$ cat src/sv/pcsv_pkg.sv
// Package for the PNG chunk stream validator.
// Holds the request and verdict types, the error codes, the phase enum
// and the CRC-32 byte step. No dependencies.
package pcsv_pkg;

    localparam int LEN_W = 32;

    localparam logic [31:0] CRC_POLY  = 32'hEDB88320;
    localparam logic [31:0] CRC_INIT  = 32'hFFFFFFFF;
    localparam logic [31:0] CASE_FOLD = 32'hDFDFDFDF;
    localparam logic [31:0] WORD_IHDR = 32'h49484452;
    localparam logic [31:0] WORD_IDAT = 32'h49444154;
    localparam logic [31:0] WORD_IEND = 32'h49454E44;
    localparam logic [LEN_W-1:0] MIN_WINDOW = LEN_W'(44);
    localparam logic [LEN_W:0] CHUNK_OVERHEAD = (LEN_W+1)'(12);
    localparam logic [LEN_W-1:0] HDR_BYTES = LEN_W'(8);

    localparam logic [7:0] PNG_SIG [8] = '{8'h89, 8'h50, 8'h4E, 8'h47,
                                           8'h0D, 8'h0A, 8'h1A, 8'h0A};

    typedef enum logic [3:0] {
        ERR_OK       = 4'd0,
        ERR_SHORT    = 4'd1,
        ERR_SIG      = 4'd2,
        ERR_TYPE     = 4'd3,
        ERR_OVERRUN  = 4'd4,
        ERR_CRC      = 4'd5,
        ERR_NOT_IHDR = 4'd6,
        ERR_NO_IDAT  = 4'd7,
        ERR_NO_IEND  = 4'd8
    } err_t;

    typedef enum logic [2:0] {
        PH_DONE = 3'd0,
        PH_SIG  = 3'd1,
        PH_HDR  = 3'd2,
        PH_DATA = 3'd3,
        PH_CRC  = 3'd4
    } phase_t;

    typedef struct packed {
        logic [7:0]  byte_value;
        logic        start_of_window;
        logic [31:0] window_length;
    } item_t;

    typedef struct packed {
        logic        is_valid;
        logic [31:0] valid_length;
        logic [3:0]  error_code;
    } verdict_t;

    // Verdict handed from the chunk walker to the output stage.
    typedef struct packed {
        logic     fire;
        verdict_t data;
    } verdict_req_t;

    // One byte step of the reflected PNG CRC-32.
    function automatic logic [31:0] crc_byte(input logic [31:0] crc_in,
                                             input logic [7:0] b);
        logic [31:0] c;
        c = crc_in ^ {24'd0, b};
        for (int i = 0; i < 8; i++) begin
            c = c[0] ? ((c >> 1) ^ CRC_POLY) : (c >> 1);
        end
        return c;
    endfunction

    function automatic logic is_letter(input logic [7:0] c);
        return ((c >= 8'h41) && (c <= 8'h5A)) || ((c >= 8'h61) && (c <= 8'h7A));
    endfunction

endpackage

$ cat src/sv/pcsv_item_if.sv
// Valid/ready channel carrying one window byte per request.
// Depends on pcsv_pkg.
interface pcsv_item_if;
    import pcsv_pkg::*;

    logic        valid;
    logic        ready;
    logic [7:0]  byte_value;
    logic        start_of_window;
    logic [31:0] window_length;

    modport source (output valid, byte_value, start_of_window, window_length,
                    input ready);
    modport sink (input valid, byte_value, start_of_window, window_length,
                  output ready);
endinterface

$ cat src/sv/pcsv_verdict_if.sv
// Valid/ready channel carrying one verdict per request.
// Depends on pcsv_pkg.
interface pcsv_verdict_if;
    import pcsv_pkg::*;

    logic        valid;
    logic        ready;
    logic        is_valid;
    logic [31:0] valid_length;
    logic [3:0]  error_code;

    modport source (output valid, is_valid, valid_length, error_code,
                    input ready);
    modport sink (input valid, is_valid, valid_length, error_code,
                  output ready);
endinterface

$ cat src/sv/png_chunk_stream_validator_top.sv
// PNG chunk stream validator, top level.
// Byte in, verdict out. Usage:
//   The bytes channel takes one byte of a candidate PNG per request. A
//   request with start_of_window high opens a new window of window_length
//   bytes; that byte is the first byte of the window. A start in the middle
//   of a window drops the old window without a verdict.
//   The verdicts channel gives at most one request per window: is_valid, the length
//   through the IEND chunk, and an error code. Bytes that follow a verdict
//   are ignored until the next start.
//   Path: a byte is held in an input register and checked in the chunk
//   walker. Its verdict, if any, is loaded into the output register when
//   the output slot is free, and is offered on the verdicts channel.
//   Throughput: one byte per cycle, unless stalled as below; set by the
//   combinational CRC-32 byte step and the length/fit compare in the walker.
//   Reset: no window is open after reset; bytes are ignored until a start.
//   Stall: while a verdict waits on the verdicts channel, bytes that give no
//   verdict still flow; a byte that would give a second verdict waits in the
//   input register, and the bytes channel stalls behind it.
// Depends on pcsv_pkg, pcsv_item_if, pcsv_verdict_if, pcsv_walker.
module png_chunk_stream_validator_top
    import pcsv_pkg::*;
(
    input  logic            clk,
    input  logic            rst_n,
    pcsv_item_if.sink       bytes,
    pcsv_verdict_if.source  verdicts
);

    logic         in_valid_reg;
    item_t        in_item_reg;
    logic         out_valid_reg, out_valid_next;
    verdict_t     out_data_reg;
    verdict_req_t verdict;
    logic         consume, load;

    // The held byte leaves when it makes no verdict or the output slot frees.
    assign consume = in_valid_reg &&
                     (!verdict.fire || !out_valid_reg || verdicts.ready);
    assign load    = consume && verdict.fire;
    assign bytes.ready = !in_valid_reg || consume;

    // Input register.
    always_ff @(posedge clk or negedge rst_n)
    begin
        if (!rst_n)
            in_valid_reg <= 1'b0;
        else if (bytes.ready)
            in_valid_reg <= bytes.valid;
    end

    always_ff @(posedge clk)
    begin
        if (bytes.ready && bytes.valid)
        begin
            in_item_reg.byte_value      <= bytes.byte_value;
            in_item_reg.start_of_window <= bytes.start_of_window;
            in_item_reg.window_length   <= bytes.window_length;
        end
    end

    pcsv_walker u_walker (
        .clk        (clk),
        .rst_n      (rst_n),
        .item       (in_item_reg),
        .item_valid (in_valid_reg),
        .step       (consume),
        .verdict    (verdict)
    );

    // Output register.
    always_comb
    begin
        out_valid_next = out_valid_reg;
        if (load)
            out_valid_next = 1'b1;
        else if (verdicts.ready)
            out_valid_next = 1'b0;
    end

    always_ff @(posedge clk or negedge rst_n)
    begin
        if (!rst_n)
            out_valid_reg <= 1'b0;
        else
            out_valid_reg <= out_valid_next;
    end

    always_ff @(posedge clk)
    begin
        if (load)
            out_data_reg <= verdict.data;
    end

    assign verdicts.valid        = out_valid_reg;
    assign verdicts.is_valid     = out_data_reg.is_valid;
    assign verdicts.valid_length = out_data_reg.valid_length;
    assign verdicts.error_code   = out_data_reg.error_code;

endmodule

$ cat src/sv/pcsv_walker.sv
// Chunk walker: per-window state and the per-byte checks of the validator.
// Depends on pcsv_pkg.
module pcsv_walker
    import pcsv_pkg::*;
(
    input  logic         clk,
    input  logic         rst_n,
    input  item_t        item,
    input  logic         item_valid,
    input  logic         step,
    output verdict_req_t verdict
);

    phase_t             phase_reg, phase_next;
    logic [2:0]         fbc_reg, fbc_next;
    logic [LEN_W-1:0]   pos_reg, pos_next;
    logic [LEN_W-1:0]   wsize_reg, wsize_next;
    logic [31:0]        clen_reg, clen_next;
    logic [31:0]        left_reg, left_next;
    logic [31:0]        type_reg, type_next;
    logic [31:0]        crc_reg, crc_next;
    logic [31:0]        stored_reg, stored_next;
    logic               first_reg, first_next;
    logic               seen_reg, seen_next;

    // Effective state once a start has cleared the window.
    logic               start, short_win, active;
    phase_t             eff_phase;
    logic [2:0]         eff_fbc;
    logic [LEN_W-1:0]   eff_pos, eff_ws, pos_inc;
    logic               eff_first, eff_seen;
    logic [7:0]         b;

    // Per-phase intermediate values.
    logic [31:0]        hdr_len, hdr_type, hdr_crc_in, hdr_crc, data_crc, stored_new;
    logic [31:0]        folded;
    logic [LEN_W-1:0]   chunk_start, remaining;
    logic               type_bad, overrun;
    logic               fire;
    err_t               code;

    assign b         = item.byte_value;
    assign start     = item.start_of_window;
    assign eff_ws    = start ? item.window_length[LEN_W-1:0] : wsize_reg;
    assign short_win = start && (eff_ws < MIN_WINDOW);
    assign eff_phase = start ? PH_SIG : phase_reg;
    assign eff_fbc   = start ? 3'd0 : fbc_reg;
    assign eff_pos   = start ? '0 : pos_reg;
    assign eff_first = start ? 1'b1 : first_reg;
    assign eff_seen  = start ? 1'b0 : seen_reg;
    assign active    = start ? !short_win : (phase_reg != PH_DONE);
    assign pos_inc   = eff_pos + LEN_W'(1);

    // Header bytes: four length bytes, then four type bytes under the CRC.
    assign hdr_len    = (eff_fbc < 3'd4) ? {clen_reg[23:0], b} : clen_reg;
    assign hdr_type   = (eff_fbc >= 3'd4) ? {type_reg[23:0], b} : type_reg;
    assign hdr_crc_in = (eff_fbc == 3'd0) ? CRC_INIT : crc_reg;
    assign hdr_crc    = (eff_fbc >= 3'd4) ? crc_byte(hdr_crc_in, b) : hdr_crc_in;
    assign data_crc   = crc_byte(crc_reg, b);
    assign stored_new = {stored_reg[23:0], b};
    assign folded     = type_reg & CASE_FOLD;

    // Type letters and chunk fit, checked with the last header byte.
    assign type_bad    = !(is_letter(hdr_type[7:0]) && is_letter(hdr_type[15:8]) &&
                           is_letter(hdr_type[23:16]) && is_letter(hdr_type[31:24]));
    assign chunk_start = pos_inc - HDR_BYTES;
    assign remaining   = eff_ws - chunk_start;
    assign overrun     = ({1'b0, hdr_len} + CHUNK_OVERHEAD) > {1'b0, remaining};

    // Verdict decision for the byte at hand.
    always_comb
    begin
        fire = 1'b0;
        code = ERR_OK;
        if (short_win)
        begin
            fire = 1'b1;
            code = ERR_SHORT;
        end
        else if (active)
        begin
            case (eff_phase)
                PH_SIG:
                begin
                    if (b != PNG_SIG[eff_fbc])
                    begin
                        fire = 1'b1;
                        code = ERR_SIG;
                    end
                end
                PH_HDR:
                begin
                    if (eff_fbc == 3'd7)
                    begin
                        if (type_bad)
                        begin
                            fire = 1'b1;
                            code = ERR_TYPE;
                        end
                        else if (overrun)
                        begin
                            fire = 1'b1;
                            code = ERR_OVERRUN;
                        end
                    end
                end
                PH_CRC:
                begin
                    if (eff_fbc == 3'd3)
                    begin
                        fire = 1'b1;
                        if (stored_new != ~crc_reg)
                            code = ERR_CRC;
                        else if (eff_first && (folded != WORD_IHDR))
                            code = ERR_NOT_IHDR;
                        else if (folded == WORD_IEND)
                            code = eff_seen ? ERR_OK : ERR_NO_IDAT;
                        else if (pos_inc >= eff_ws)
                            code = ERR_NO_IEND;
                        else
                            fire = 1'b0;
                    end
                end
                default:
                begin
                    fire = 1'b0;
                end
            endcase
        end
    end

    // Verdict payload.
    always_comb
    begin
        verdict.fire              = item_valid && fire;
        verdict.data.is_valid     = (code == ERR_OK);
        verdict.data.valid_length = (code == ERR_OK) ? 32'(pos_inc) : 32'd0;
        verdict.data.error_code   = code;
    end

    // Next state.
    always_comb
    begin
        phase_next  = phase_reg;
        fbc_next    = fbc_reg;
        pos_next    = pos_reg;
        wsize_next  = wsize_reg;
        clen_next   = clen_reg;
        left_next   = left_reg;
        type_next   = type_reg;
        crc_next    = crc_reg;
        stored_next = stored_reg;
        first_next  = first_reg;
        seen_next   = seen_reg;
        if (start)
        begin
            fbc_next    = 3'd0;
            pos_next    = '0;
            wsize_next  = eff_ws;
            clen_next   = 32'd0;
            left_next   = 32'd0;
            type_next   = 32'd0;
            crc_next    = CRC_INIT;
            stored_next = 32'd0;
            first_next  = 1'b1;
            seen_next   = 1'b0;
            phase_next  = PH_DONE;
        end
        if (active)
        begin
            pos_next = pos_inc;
            case (eff_phase)
                PH_SIG:
                begin
                    if (eff_fbc == 3'd7)
                    begin
                        fbc_next   = 3'd0;
                        phase_next = PH_HDR;
                    end
                    else
                    begin
                        fbc_next   = eff_fbc + 3'd1;
                        phase_next = PH_SIG;
                    end
                end
                PH_HDR:
                begin
                    clen_next = hdr_len;
                    type_next = hdr_type;
                    crc_next  = hdr_crc;
                    if (eff_fbc == 3'd0)
                        stored_next = 32'd0;
                    fbc_next = eff_fbc + 3'd1;
                    if (eff_fbc == 3'd7)
                    begin
                        fbc_next   = 3'd0;
                        left_next  = hdr_len;
                        phase_next = (hdr_len != 32'd0) ? PH_DATA : PH_CRC;
                    end
                end
                PH_DATA:
                begin
                    crc_next  = data_crc;
                    left_next = left_reg - 32'd1;
                    if (left_reg == 32'd1)
                        phase_next = PH_CRC;
                end
                PH_CRC:
                begin
                    stored_next = stored_new;
                    fbc_next    = eff_fbc + 3'd1;
                    if (eff_fbc == 3'd3)
                    begin
                        fbc_next   = 3'd0;
                        phase_next = PH_HDR;
                        if (stored_new == ~crc_reg &&
                            !(eff_first && (folded != WORD_IHDR)))
                        begin
                            first_next = 1'b0;
                            if (folded == WORD_IDAT)
                                seen_next = 1'b1;
                        end
                    end
                end
                default:
                begin
                    phase_next = PH_DONE;
                end
            endcase
            if (fire)
                phase_next = PH_DONE;
        end
    end

    // State registers advance only on a consumed request.
    always_ff @(posedge clk or negedge rst_n)
    begin
        if (!rst_n)
        begin
            phase_reg  <= PH_DONE;
            fbc_reg    <= 3'd0;
            pos_reg    <= '0;
            wsize_reg  <= '0;
            clen_reg   <= 32'd0;
            left_reg   <= 32'd0;
            type_reg   <= 32'd0;
            crc_reg    <= CRC_INIT;
            stored_reg <= 32'd0;
            first_reg  <= 1'b1;
            seen_reg   <= 1'b0;
        end
        else if (step)
        begin
            phase_reg  <= phase_next;
            fbc_reg    <= fbc_next;
            pos_reg    <= pos_next;
            wsize_reg  <= wsize_next;
            clen_reg   <= clen_next;
            left_reg   <= left_next;
            type_reg   <= type_next;
            crc_reg    <= crc_next;
            stored_reg <= stored_next;
            first_reg  <= first_next;
            seen_reg   <= seen_next;
        end
    end

endmodule

$ cat src/flat_wrapper.sv
// flat-port wrapper written by rule: the top's interface ports become plain ports
module png_chunk_stream_validator_top_flat import pcsv_pkg::*;
  (clk, rst_n, bytes_valid, bytes_byte_value, bytes_start_of_window, bytes_window_length, bytes_ready, verdicts_valid, verdicts_is_valid, verdicts_valid_length, verdicts_error_code, verdicts_ready);
  pcsv_item_if bytes_i ();
  pcsv_verdict_if verdicts_i ();
  input  logic clk;
  input  logic rst_n;
  input wire logic [$bits(bytes_i.valid)-1:0] bytes_valid;
  input wire logic [$bits(bytes_i.byte_value)-1:0] bytes_byte_value;
  input wire logic [$bits(bytes_i.start_of_window)-1:0] bytes_start_of_window;
  input wire logic [$bits(bytes_i.window_length)-1:0] bytes_window_length;
  output wire logic [$bits(bytes_i.ready)-1:0] bytes_ready;
  output wire logic [$bits(verdicts_i.valid)-1:0] verdicts_valid;
  output wire logic [$bits(verdicts_i.is_valid)-1:0] verdicts_is_valid;
  output wire logic [$bits(verdicts_i.valid_length)-1:0] verdicts_valid_length;
  output wire logic [$bits(verdicts_i.error_code)-1:0] verdicts_error_code;
  input wire logic [$bits(verdicts_i.ready)-1:0] verdicts_ready;
  assign bytes_i.valid = bytes_valid;
  assign bytes_i.byte_value = bytes_byte_value;
  assign bytes_i.start_of_window = bytes_start_of_window;
  assign bytes_i.window_length = bytes_window_length;
  assign bytes_ready = bytes_i.ready;
  assign verdicts_valid = verdicts_i.valid;
  assign verdicts_is_valid = verdicts_i.is_valid;
  assign verdicts_valid_length = verdicts_i.valid_length;
  assign verdicts_error_code = verdicts_i.error_code;
  assign verdicts_i.ready = verdicts_ready;
  png_chunk_stream_validator_top u_core (.clk(clk), .rst_n(rst_n), .bytes(bytes_i), .verdicts(verdicts_i));
endmodule
$ cat config.mk
export PLATFORM = sky130hd
export DESIGN_NAME = png_chunk_stream_validator_top_flat
export DESIGN_NICKNAME = d
export VERILOG_FILES = /design/src/sv/pcsv_pkg.sv /design/src/sv/pcsv_item_if.sv /design/src/sv/pcsv_verdict_if.sv /design/src/sv/png_chunk_stream_validator_top.sv /design/src/sv/pcsv_walker.sv /design/src/flat_wrapper.sv
export SDC_FILE = /design/constraint.sdc
export NUM_CORES = 1
export LEC_CHECK = 0
export BUFFER_PORTS_ARGS = -buffer_cell sky130_fd_sc_hd__buf_2
export CORE_ASPECT_RATIO = 0.8
export CORE_MARGIN = 2
export CORE_UTILIZATION = 62
export DETAILED_ROUTE_END_ITERATION = 7
export PLACE_DENSITY = 0.88
export SYNTH_ARGS = -nofsm -noshare
export SYNTH_HDL_FRONTEND = slang
export SYNTH_HIERARCHICAL = 1
export SYNTH_SLANG_ARGS = --single-unit
$ cat constraint.sdc
create_clock -name clk -period 12.7 [get_ports clk]
set_clock_uncertainty 0.05 [all_clocks]
set_input_delay 1.27 -clock clk [delete_from_list [all_inputs] [get_ports clk]]
set_output_delay 1.27 -clock clk [all_outputs]
set_load 0.02 [all_outputs]
### Word level (Yosys, flattened, before mapping)

Memories as Yosys holds them, arrays and structs flattened.
Index checks and enable logic that the tools add are counted.

| storage, ports and cells | value |
|---|---|
| register bits | 312 |
| bits in latches | 0 |
| RAM bits | 0 |
| bits in read-only memories | 64 |
| input port bits | 45 |
| output and inout port bits | 39 |
| logic and storage cells | 214 |
| memories kept | 1 |

Memory list:

| name | depth | width | rd ports | clocked after memory_dff | write ports | line | RTL |
|---|---|---|---|---|---|---|---|
| (name not given) | 8 | 8 | 1 | 0 | 0 | pcsv_walker.sv:85 | `if (b != PNG_SIG[eff_fbc])` |

| operators by class | value |
|---|---|
| add/subtract/negate cells | 6 |
| multiply operators | 0 |
| divide/modulo/power cells | 0 |
| magnitude comparators | 22 |
| equality and inequality tests | 13 |
| shifts and indexed selects | 0 |
| multiplexer cells | 96 |
| bitwise operators | 20 |
| reduce and logical (&&, ||, !) cells | 37 |

Operator list:

| operator | count |
|---|---|
| 2-to-1 mux 32 bit | 37 |
| inverter 13 -> 14 bit | 16 |
| case mux 32 bit (2 select lines) | 3 |
| >= comparator 8 x 7 -> 1 bit, second input constant | 8 |
| less-or-equal comparator 8 x 7 -> 1 bit, second input constant | 8 |
| bitwise XOR 32 x 8 -> 32 bit | 2 |
| == test 28 x 27 -> 1 bit, second input constant | 2 |
| 2-to-1 mux 3 bit | 16 |
| adder 32 x 4 -> 33 bit, second input constant | 1 |
| > comparator 33 x 32 -> 1 bit | 1 |
| adder 32 x 1 -> 32 bit, second input constant | 1 |
| == test 32 x 1 -> 1 bit, second input constant | 1 |
| == test 32 bit | 1 |
| >= comparator 32 bit | 1 |
| < comparator 32 x 6 -> 1 bit, second input constant | 1 |
| inequality test 32 bit | 1 |
| inverter 32 bit | 1 |
| nonzero test 32 bit | 1 |
| subtractor 32 x 1 -> 32 bit, second input constant | 1 |
| subtractor 32 bit | 1 |
| subtractor 32 x 4 -> 32 bit, second input constant | 1 |
| 2-to-1 mux 4 bit | 7 |
| inequality test 28 x 27 -> 1 bit, second input constant | 1 |
| 2-to-1 mux 1 bit | 25 |
| 24 further kinds | 56 |

### Longest topological paths before layout

Gate-level depths: netlist of run 1.

| logic depth | value |
|---|---|
| depth in word-level cells | 23 |
| depth in mapped cells | 44 |

### By module

The synthesis of run 1 kept the hierarchy.

Modules (own cells, without submodules):

| module | times used | cells each | area each (µm²) | seq. area each (µm²) |
|---|---|---|---|---|
| pcsv_walker | 1 | 2,389 | 19,553.8 | 5,546.6 |
| png_chunk_stream_validator_top | 1 | 88 | 2,448.6 | 2,392.3 |

### Worst setup path after synthesis of run 1

OpenSTA, ideal clock, no wires.

| timing | value |
|---|---|
| kind | register to register |
| start point | register u_core/in_item_reg[32] (netlist name) |
| end point | register u_core.out_data_reg (netlist bit u_core/verdicts.error_code[0]) (enable) |
| library setup time | 0.431 ns |
| arrival time | 8.383 ns |
| path slack | 3.835 ns |
| cell stages (with the launch flop) | 38 |
| path buffers | 8 |
| cells stage by stage | edfxtp_1 > buf_2 > buf_2 > buf_2 > buf_2 > buf_2 > clkbuf_1 > nor2b_1 > ha_1 > nand3_1 > nor4_2 > and2_1 > buf_2 > and3_1 > nand3_1 > xor2_1 > or2_2 > inv_1 > (+2 left out) > clkbuf_1 > nand2_1 > nor4b_1 > a2111oi_0 > o211ai_1 > a2111oi_0 > nor3_1 > ha_1 > and3_1 > nand2_1 > nor3_1 > a31oi_1 > o21a_1 > nor4_1 > o211ai_1 > and2_1 > nand2_1 > nor2_1 |

RTL lines:

| what | line | RTL |
|---|---|---|
| start, declared | png_chunk_stream_validator_top.sv:30 | `item_t in_item_reg;` |
| end signal, assigned | png_chunk_stream_validator_top.sv:91 | `out_data_reg <= verdict.data;` |
| end, declared | png_chunk_stream_validator_top.sv:32 | `verdict_t out_data_reg;` |

==> metrics.yaml, run 1 <==
worst_ep_arrival_time_ns: 10.63
setup_viol: 0
end_kind: "flip-flop"
synth-main-ff-cell: "sky130_fd_sc_hd__dfrtp_1"
status: "completed"
crit_type: "flip-flop to flip-flop"
core_region_mm2: 0.0349
timing.slew.headroom_pct: 20.6
layout_worst_path_cycle_share_pct: 80.4
totalWireLength_mm: 67.6
maximum_number_of_pins_on_one_net_before_global_route_repair: 85
clk_latency_ns: 0.54
final_slew_violations: 0
worst_ep_required_time_ns: 13.12
drt-met1-wl_mm: 28.2
p_int_mw: 1.91
grtUsageTotal_pct: 36.1
drv.max_cap_violation_count: 0
ys_top_cells_by_area: "sky130_fd_sc_hd__dfrtp_1 21%, sky130_fd_sc_hd__edfxtp_1 11%, sky130_fd_sc_hd__ha_1 7.2%"
die_area_mm2: 0.0370
cts_hold_buffers: 0
fp.dieH_um: 172
syn-instance-count: 2477
cts-root-buf: "sky130_fd_sc_hd__clkbuf_16"
post_cts.resized_instances: 0
grt_pass1_vias: 18932
route.vias.total: 20055
ys_warn_count: 6
gp_congestion: 0.998
netlist.area_leader.share_pct: 21.5
dp_hpwl_mm: 47.8
cts_tree: "done"
p_per_area_mw_per_mm2: 122
timing.final.crit_period_ns: 10.21
met3_wirelength_mm: 8.96
dp_worst_setup_slack_ns: 2.84
synth.cell_area_mm2: 0.0220
power_frac_clock_pct: 34.3
cts.reportedPaths.clkPinSlew_ns: 0.06
critical_path.most_common_cell: "sky130_fd_sc_hd__ha_1"
drive_above_1_share_pct: 11.7
floorplan.die.width_um: 215
sequentialPowerShare_pct: 37.3
synth_edf_count: 78
synth_seq_cells: 300
flow.area_growth_from_synthesis_pct: 7.94
overflow: 0
critPathSlowestCell: "sky130_fd_sc_hd__or2_1"
yosys.cell_types.count: 99
post_drt_wl_per_cell_um: 22.8
synth-async-reset-ratio_pct: 74.0
grt_antenna_before_repair: 1
p_switching_mw: 0.989
final_hold_viol_count: 0
top_signal_layer_used: "met5"
average_cell_area_after_synthesis_um2: 8.88
numCtsBuffers: 34
synth.largest_area_cell: "sky130_fd_sc_hd__dfrtp_1"
remaining_drc_errors: 0
largest_reg_flops: 41
clk_path_buf_depth: 3
final.hold.worst_slack_ns: 0.426
postLayoutSetupSlackWorst_ns: 2.49
synthTopCellsByCount: "319 x sky130_fd_sc_hd__nand2_1, 189 x sky130_fd_sc_hd__dfrtp_1, 174 x sky130_fd_sc_hd__o21ai_0"
ant_nets: 0
critical_path.max_stage_delay_ns: 0.81
top_level_ports: 84
wl_met2_mm: 28.3
leakagePower_nw: 9.88
drt-pass1-iter-count: 8
cts_setup_buffers: 0
placement.io_buffers: 83
timing.fmax_mhz: 97.9
vdd.ir_drop.worst_v: 0.000123
clock_sink_count: 300
rsz_0062_raised_after_global_routing: "no"
num-nets-final: 2646
drtIter0Drc: 3152
grt_first_pass_wirelength_mm: 105
class_of_the_most_critical_hold_timing_path: "flip-flop to flip-flop"
htree_levels: 2
synth.net_count: 2650
synth-seq-area-share_pct: 36.1
worst_max_slew_pin_slew_ns: 1.19
combinationalPowerShare_pct: 28.4
path_max_fanout: 31
switching_share_pct: 34.1
synthMostInstantiatedCell: "sky130_fd_sc_hd__nand2_1"
insertedDiodeCount: 0
fp-row-count: 61
initial_core_util_pct: 63.1
worstSetupStartpointType: "flip-flop"
avgViaCountPerCell: 6.75
fin_setup_tns_ns: 0
-- layout by cell type (no fill, tap or decap), types with 78 or more instances in the layout --
| cell type | count |
|---|---|
| sky130_fd_sc_hd__xor2_1 | 85 |
| sky130_fd_sc_hd__edfxtp_1 | 78 |
| sky130_fd_sc_hd__xnor2_1 | 168 |
| sky130_fd_sc_hd__ha_1 | 127 |
| sky130_fd_sc_hd__buf_2 | 82 |
| sky130_fd_sc_hd__o21ai_0 | 173 |
| sky130_fd_sc_hd__a21oi_1 | 154 |
| sky130_fd_sc_hd__nand2_1 | 319 |
| sky130_fd_sc_hd__inv_1 | 89 |
| sky130_fd_sc_hd__dfrtp_1 | 189 |
| sky130_fd_sc_hd__nor2_1 | 168 |
-- metal layers --
metal	vias up	GRT usage (%)
li1	8881	-
met1	9580	51.8
met2	1367	53.0
met3	225	9.34
met4	2	12.1
met5	-	0
-- power groups by stage --
stage          sequential (mW)  combinational [mW]  clock [mW]
6_report                  1.08               0.824       0.996
5_1_grt                   1.09               0.898        1.04
4_1_cts                   1.08               0.801        1.01
3_3_place_gp              1.10               0.773           0
3_5_place_dp              1.10               0.796           0
2_1_floorplan             1.09               0.576           0
-- worst paths after layout --
| kind | cells past startpoint | end | slack, ns | startpoint |
|---|---|---|---|---|
| worst max-delay path | 34 | u_core/u_walker/clen_reg[21] | 2.49 | u_core/in_item_reg[32] |
| worst min-delay path | 2 | u_core/u_walker/wsize_reg[16] | 0.43 | u_core/u_walker/wsize_reg[16] |
| worst max register to register | 34 | u_core/u_walker/clen_reg[21] | 2.49 | u_core/in_item_reg[32] |
| worst min register to register | 2 | u_core/u_walker/wsize_reg[16] | 0.43 | u_core/u_walker/wsize_reg[16] |
| max in group asynchronous | 2 | u_core/u_walker/pos_reg[27] | 10.41 | rst_n |
| min in group asynchronous | 1 | u_core/u_walker/stored_reg[16] | 0.69 | rst_n |
-- area by class of cell --
| cell class | instances | area [µm²] |
|---|---|---|
| flip-flops and latches | 300 | 7940 |
| inverters | 91 | 342 |
| clock buffers | 47 | 951 |
| multi-input cells | 1926 | 13100 |
| clock inverters | 14 | 164 |
| well taps | 472 | 591 |
| repair buffers | 120 | 703 |
| fillers | 2749 | 11100 |
-- critical path, delay by kind of cell, from the launching register on --
kind	cells	cell delay [ns]
simple gates	16	5.24
compound gates	10	2.71
fa+ha+maj	4	1.24
buf+inv	3	0.45
flops	1	0.39
xor+xnor	1	0.05
-- per-stage QoR --
step / instance area, µm² / power (mW) / instances / util, %
3_5_place_dp: 22600 / 1.89 / 2909 / 64.9
4_1_cts: 23700 / 2.89 / 2970 / 68.1
2_1_floorplan: 22000 / 1.67 / 2477 / -
3_3_place_gp: 22600 / 1.87 / 2909 / 64.9
5_1_grt: 23700 / 3.03 / 2970 / 68.1
6_report: 23700 / 2.90 / 2970 / 68.1
-- logic make-up (layout without fill, tap and decap cells) --
family	after synthesis	in the layout	synth area share, %
adders and majority gates	128	128	7.31
DFF	300	300	36.1
and+or+nand+nor	834	834	19.1
AOI/OAI and AO/OA	629	629	18.6
xor gates and xnor gates	263	263	10.9
buffers and inverters	251	272	4.75
muxes	72	72	3.32
Note: power is estimated with default switching activity, not from simulation.
==> run 2, diff against run 1 <==
--- a/config.mk
+++ b/config.mk
@@ -5,6 +5,7 @@
 export SDC_FILE = /design/constraint.sdc
 export NUM_CORES = 1
 export LEC_CHECK = 0
+export ABC_AREA = 1
 export BUFFER_PORTS_ARGS = -buffer_cell sky130_fd_sc_hd__buf_2
 export CORE_ASPECT_RATIO = 0.8
 export CORE_MARGIN = 2
==> constraint.sdc (replaced) <==
create_clock -name clk -period 10.4 [get_ports clk]
set_clock_uncertainty 0.05 [all_clocks]
set_input_delay 1.04 -clock clk [delete_from_list [all_inputs] [get_ports clk]]
set_output_delay 1.04 -clock clk [all_outputs]
set_load 0.02 [all_outputs]
==> run 2 against run 1 <==
  * Worst hold slack worse by 0.019 ns
  * Sequential share of layout area down 2.9 points
  * Combinational power up 76%
  * Non-clock buffer count down 12
  * Clock power up 31%
  * Count of clock-buffer cells in the layout unchanged
  * Global-route usage up 1.2 points
  * Critical endpoint unchanged
  * Fmax up 12%
  * Synthesized cell count up 40%
  * Die area up 10%
==> metrics.yaml, run 2 <==
post_cts.resized_instances: 0
maximum_number_of_pins_on_one_net_before_global_route_repair: 169
fp.dieH_um: 181
drtIter0Drc: 4216
p_per_area_mw_per_mm2: 159
timing.fmax_mhz: 110
fp-row-count: 64
layout_worst_path_cycle_share_pct: 87.5
drt-pass1-iter-count: 6
final_slew_violations: 0
numCtsBuffers: 35
fin_setup_tns_ns: 0
clk_latency_ns: 0.56
insertedDiodeCount: 0
synth.largest_area_cell: "sky130_fd_sc_hd__dfrtp_1"
netlist.area_leader.share_pct: 19.5
ant_nets: 0
cts.reportedPaths.clkPinSlew_ns: 0.06
critical_path.most_common_cell: "sky130_fd_sc_hd__nand2_1"
die_area_mm2: 0.0408
leakagePower_nw: 12.2
status: "completed"
final_hold_viol_count: 0
synth.cell_area_mm2: 0.0243
post_drt_wl_per_cell_um: 19.3
final_common_cell: "sky130_fd_sc_hd__nand2_1"
route.vias.total: 24184
grt_first_pass_wirelength_mm: 119
grt_pass1_vias: 21645
gp_congestion: 1.01
timing.slew.headroom_pct: 20.7
path_max_fanout: 60
finish.cell_count_without_fillers: 3980
flow.area_growth_from_synthesis_pct: 7.13
synth-async-reset-ratio_pct: 74.0
dp_hpwl_mm: 54.3
clock_sink_count: 300
floorplan.die.width_um: 225
placement.io_buffers: 83
drive_above_1_share_pct: 8.41
top_level_ports: 84
average_cell_area_after_synthesis_um2: 7.01
critPathSlowestCell: "sky130_fd_sc_hd__a21boi_0"
remaining_drc_errors: 0
placed_cells: 3916
final.hold.worst_slack_ns: 0.407
clk_path_buf_depth: 3
cts_hold_buffers: 0
worstSetupStartpointType: "flip-flop"
overflow: 0
cts_setup_buffers: 0
cts_tree: "done"
setup_viol: 0
end_kind: "flip-flop"
synthTopCellsByCount: "679 x sky130_fd_sc_hd__nand2_1, 503 x sky130_fd_sc_hd__inv_1, 487 x sky130_fd_sc_hd__o21ai_0"
yosys.cell_types.count: 61
avgViaCountPerCell: 6.08
synth-seq-area-share_pct: 32.7
crit_type: "flip-flop to flip-flop"
synth.net_count: 3633
initial_core_util_pct: 63.1
worst_max_slew_pin_slew_ns: 1.18
ys_top_cells_by_area: "sky130_fd_sc_hd__dfrtp_1 19%, sky130_fd_sc_hd__nand2_1 11%, sky130_fd_sc_hd__o21ai_0 10%"
grt_antenna_before_repair: 0
num-nets-final: 3631
fillers: 3207
worst_ep_arrival_time_ns: 9.46
timing.final.crit_period_ns: 9.10
synth_seq_cells: 300
largest_reg_flops: 41
class_of_the_most_critical_hold_timing_path: "input pin to async pin"
synth-main-ff-cell: "sky130_fd_sc_hd__dfrtp_1"
rsz_0062_raised_after_global_routing: "no"
core_region_mm2: 0.0384
vdd.ir_drop.worst_v: 0.000125
critical_path.max_stage_delay_ns: 0.61
final_cell_mix: "678 x sky130_fd_sc_hd__nand2_1, 500 x sky130_fd_sc_hd__inv_1, 487 x sky130_fd_sc_hd__o21ai_0, 347 x sky130_fd_sc_hd__nor2_1, 201 x sky130_fd_sc_hd__a21oi_1"
drv.max_cap_violation_count: 0
worst_ep_required_time_ns: 10.75
synth_edf_count: 78
htree_levels: 2
synthMostInstantiatedCell: "sky130_fd_sc_hd__nand2_1"
ys_warn_count: 6
totalWireLength_mm: 77.0
grtUsageTotal_pct: 37.3
syn-instance-count: 3460
cts-root-buf: "sky130_fd_sc_hd__clkbuf_16"
[run 2: changes by cell type in the layout (fill, tap and decap cells not counted), moves of 38 or more]
cell	before	now
sky130_fd_sc_hd__a21oi_1	154	201
sky130_fd_sc_hd__xnor2_1	168	40
sky130_fd_sc_hd__nor2_1	168	347
sky130_fd_sc_hd__nand2_1	319	678
sky130_fd_sc_hd__mux2i_1	68	0
sky130_fd_sc_hd__inv_1	89	500
sky130_fd_sc_hd__xor2_1	85	149
sky130_fd_sc_hd__a22o_1	71	0
sky130_fd_sc_hd__nand3_1	68	106
sky130_fd_sc_hd__o21ai_0	173	487
[run 2: logic make-up (layout without fill, tap and decap cells)]
group	Yosys count	after routing	share of synthesized area, %
buffers and inverters	655	680	10.9
and+or+nand+nor	1333	1333	23.8
AOI/OAI and AO/OA	850	850	18.8
adders and majority gates	128	128	6.63
xor gates and xnor gates	194	194	7.16
DFF	300	300	32.7
[run 2: path summary, 6_finish.rpt]
path | depth (start not counted) | end | from | slack [ns]
min reg2reg | 2 | u_core/u_walker/pos_reg[25] | u_core/u_walker/pos_reg[25] | 0.44
min in group clk | 2 | u_core/u_walker/pos_reg[25] | u_core/u_walker/pos_reg[25] | 0.44
min | 1 | u_core/u_walker/type_reg[31] | rst_n | 0.41
max in group asynchronous | 2 | u_core/u_walker/stored_reg[13] | rst_n | 8.39
max | 38 | u_core/u_walker/clen_reg[21] | u_core/in_item_reg[32] | 1.30
max reg2reg | 38 | u_core/u_walker/clen_reg[21] | u_core/in_item_reg[32] | 1.30
[run 2: power breakdown]
group,switching (mW),total (mW),internal (mW)
clock network,0.529,1.30,0.771
logic,0.988,1.45,0.457
registers,0.0676,1.38,1.31
total,1.58,4.12,2.54
[run 2: cell type report]
type,instances,area (µm²),area share (%)
Multi-Input combinational cell,2505,13700,52.7
Sequential cell,300,7940,30.5
Inverter,508,1910,7.35
Clock buffer,47,983,3.78
Timing Repair Buffer,108,626,2.41
Tap cell,495,619,2.38
Clock inverter,17,209,0.804
[run 2: metrics by stage]
stage	cell area, µm²	util (%)	setup slack [ns]	total power, mW
after floorplan	24300	-	3.00	2.41
after global routing	26000	67.6	0.793	4.34
after CTS	26000	67.6	1.73	4.08
after detailed placement	24800	64.5	1.77	2.77
final	26000	67.6	1.30	4.12
after global placement	24800	64.5	2.07	2.75
[run 2: worst max-delay path, delay by kind of cell (launching register included)]
kind	cells	cell delay (ns)
XOR/XNOR	1	0.42
AO/OA/AOI/OAI	8	2.08
buffers and inverters	5	1.71
flip-flops	1	0.35
adder cells (fa/ha/maj)	4	1.27
AND/OR/NAND/NOR	20	3.05
[run 2: routing by layer]
metal	up-vias	track usage [%]	share of wire, %
li1	11327	-	-
met1	10972	55.3	41
met2	1709	49.0	39
met3	176	15.3	17
met4	0	11.2	2.8
met5	-	0	0
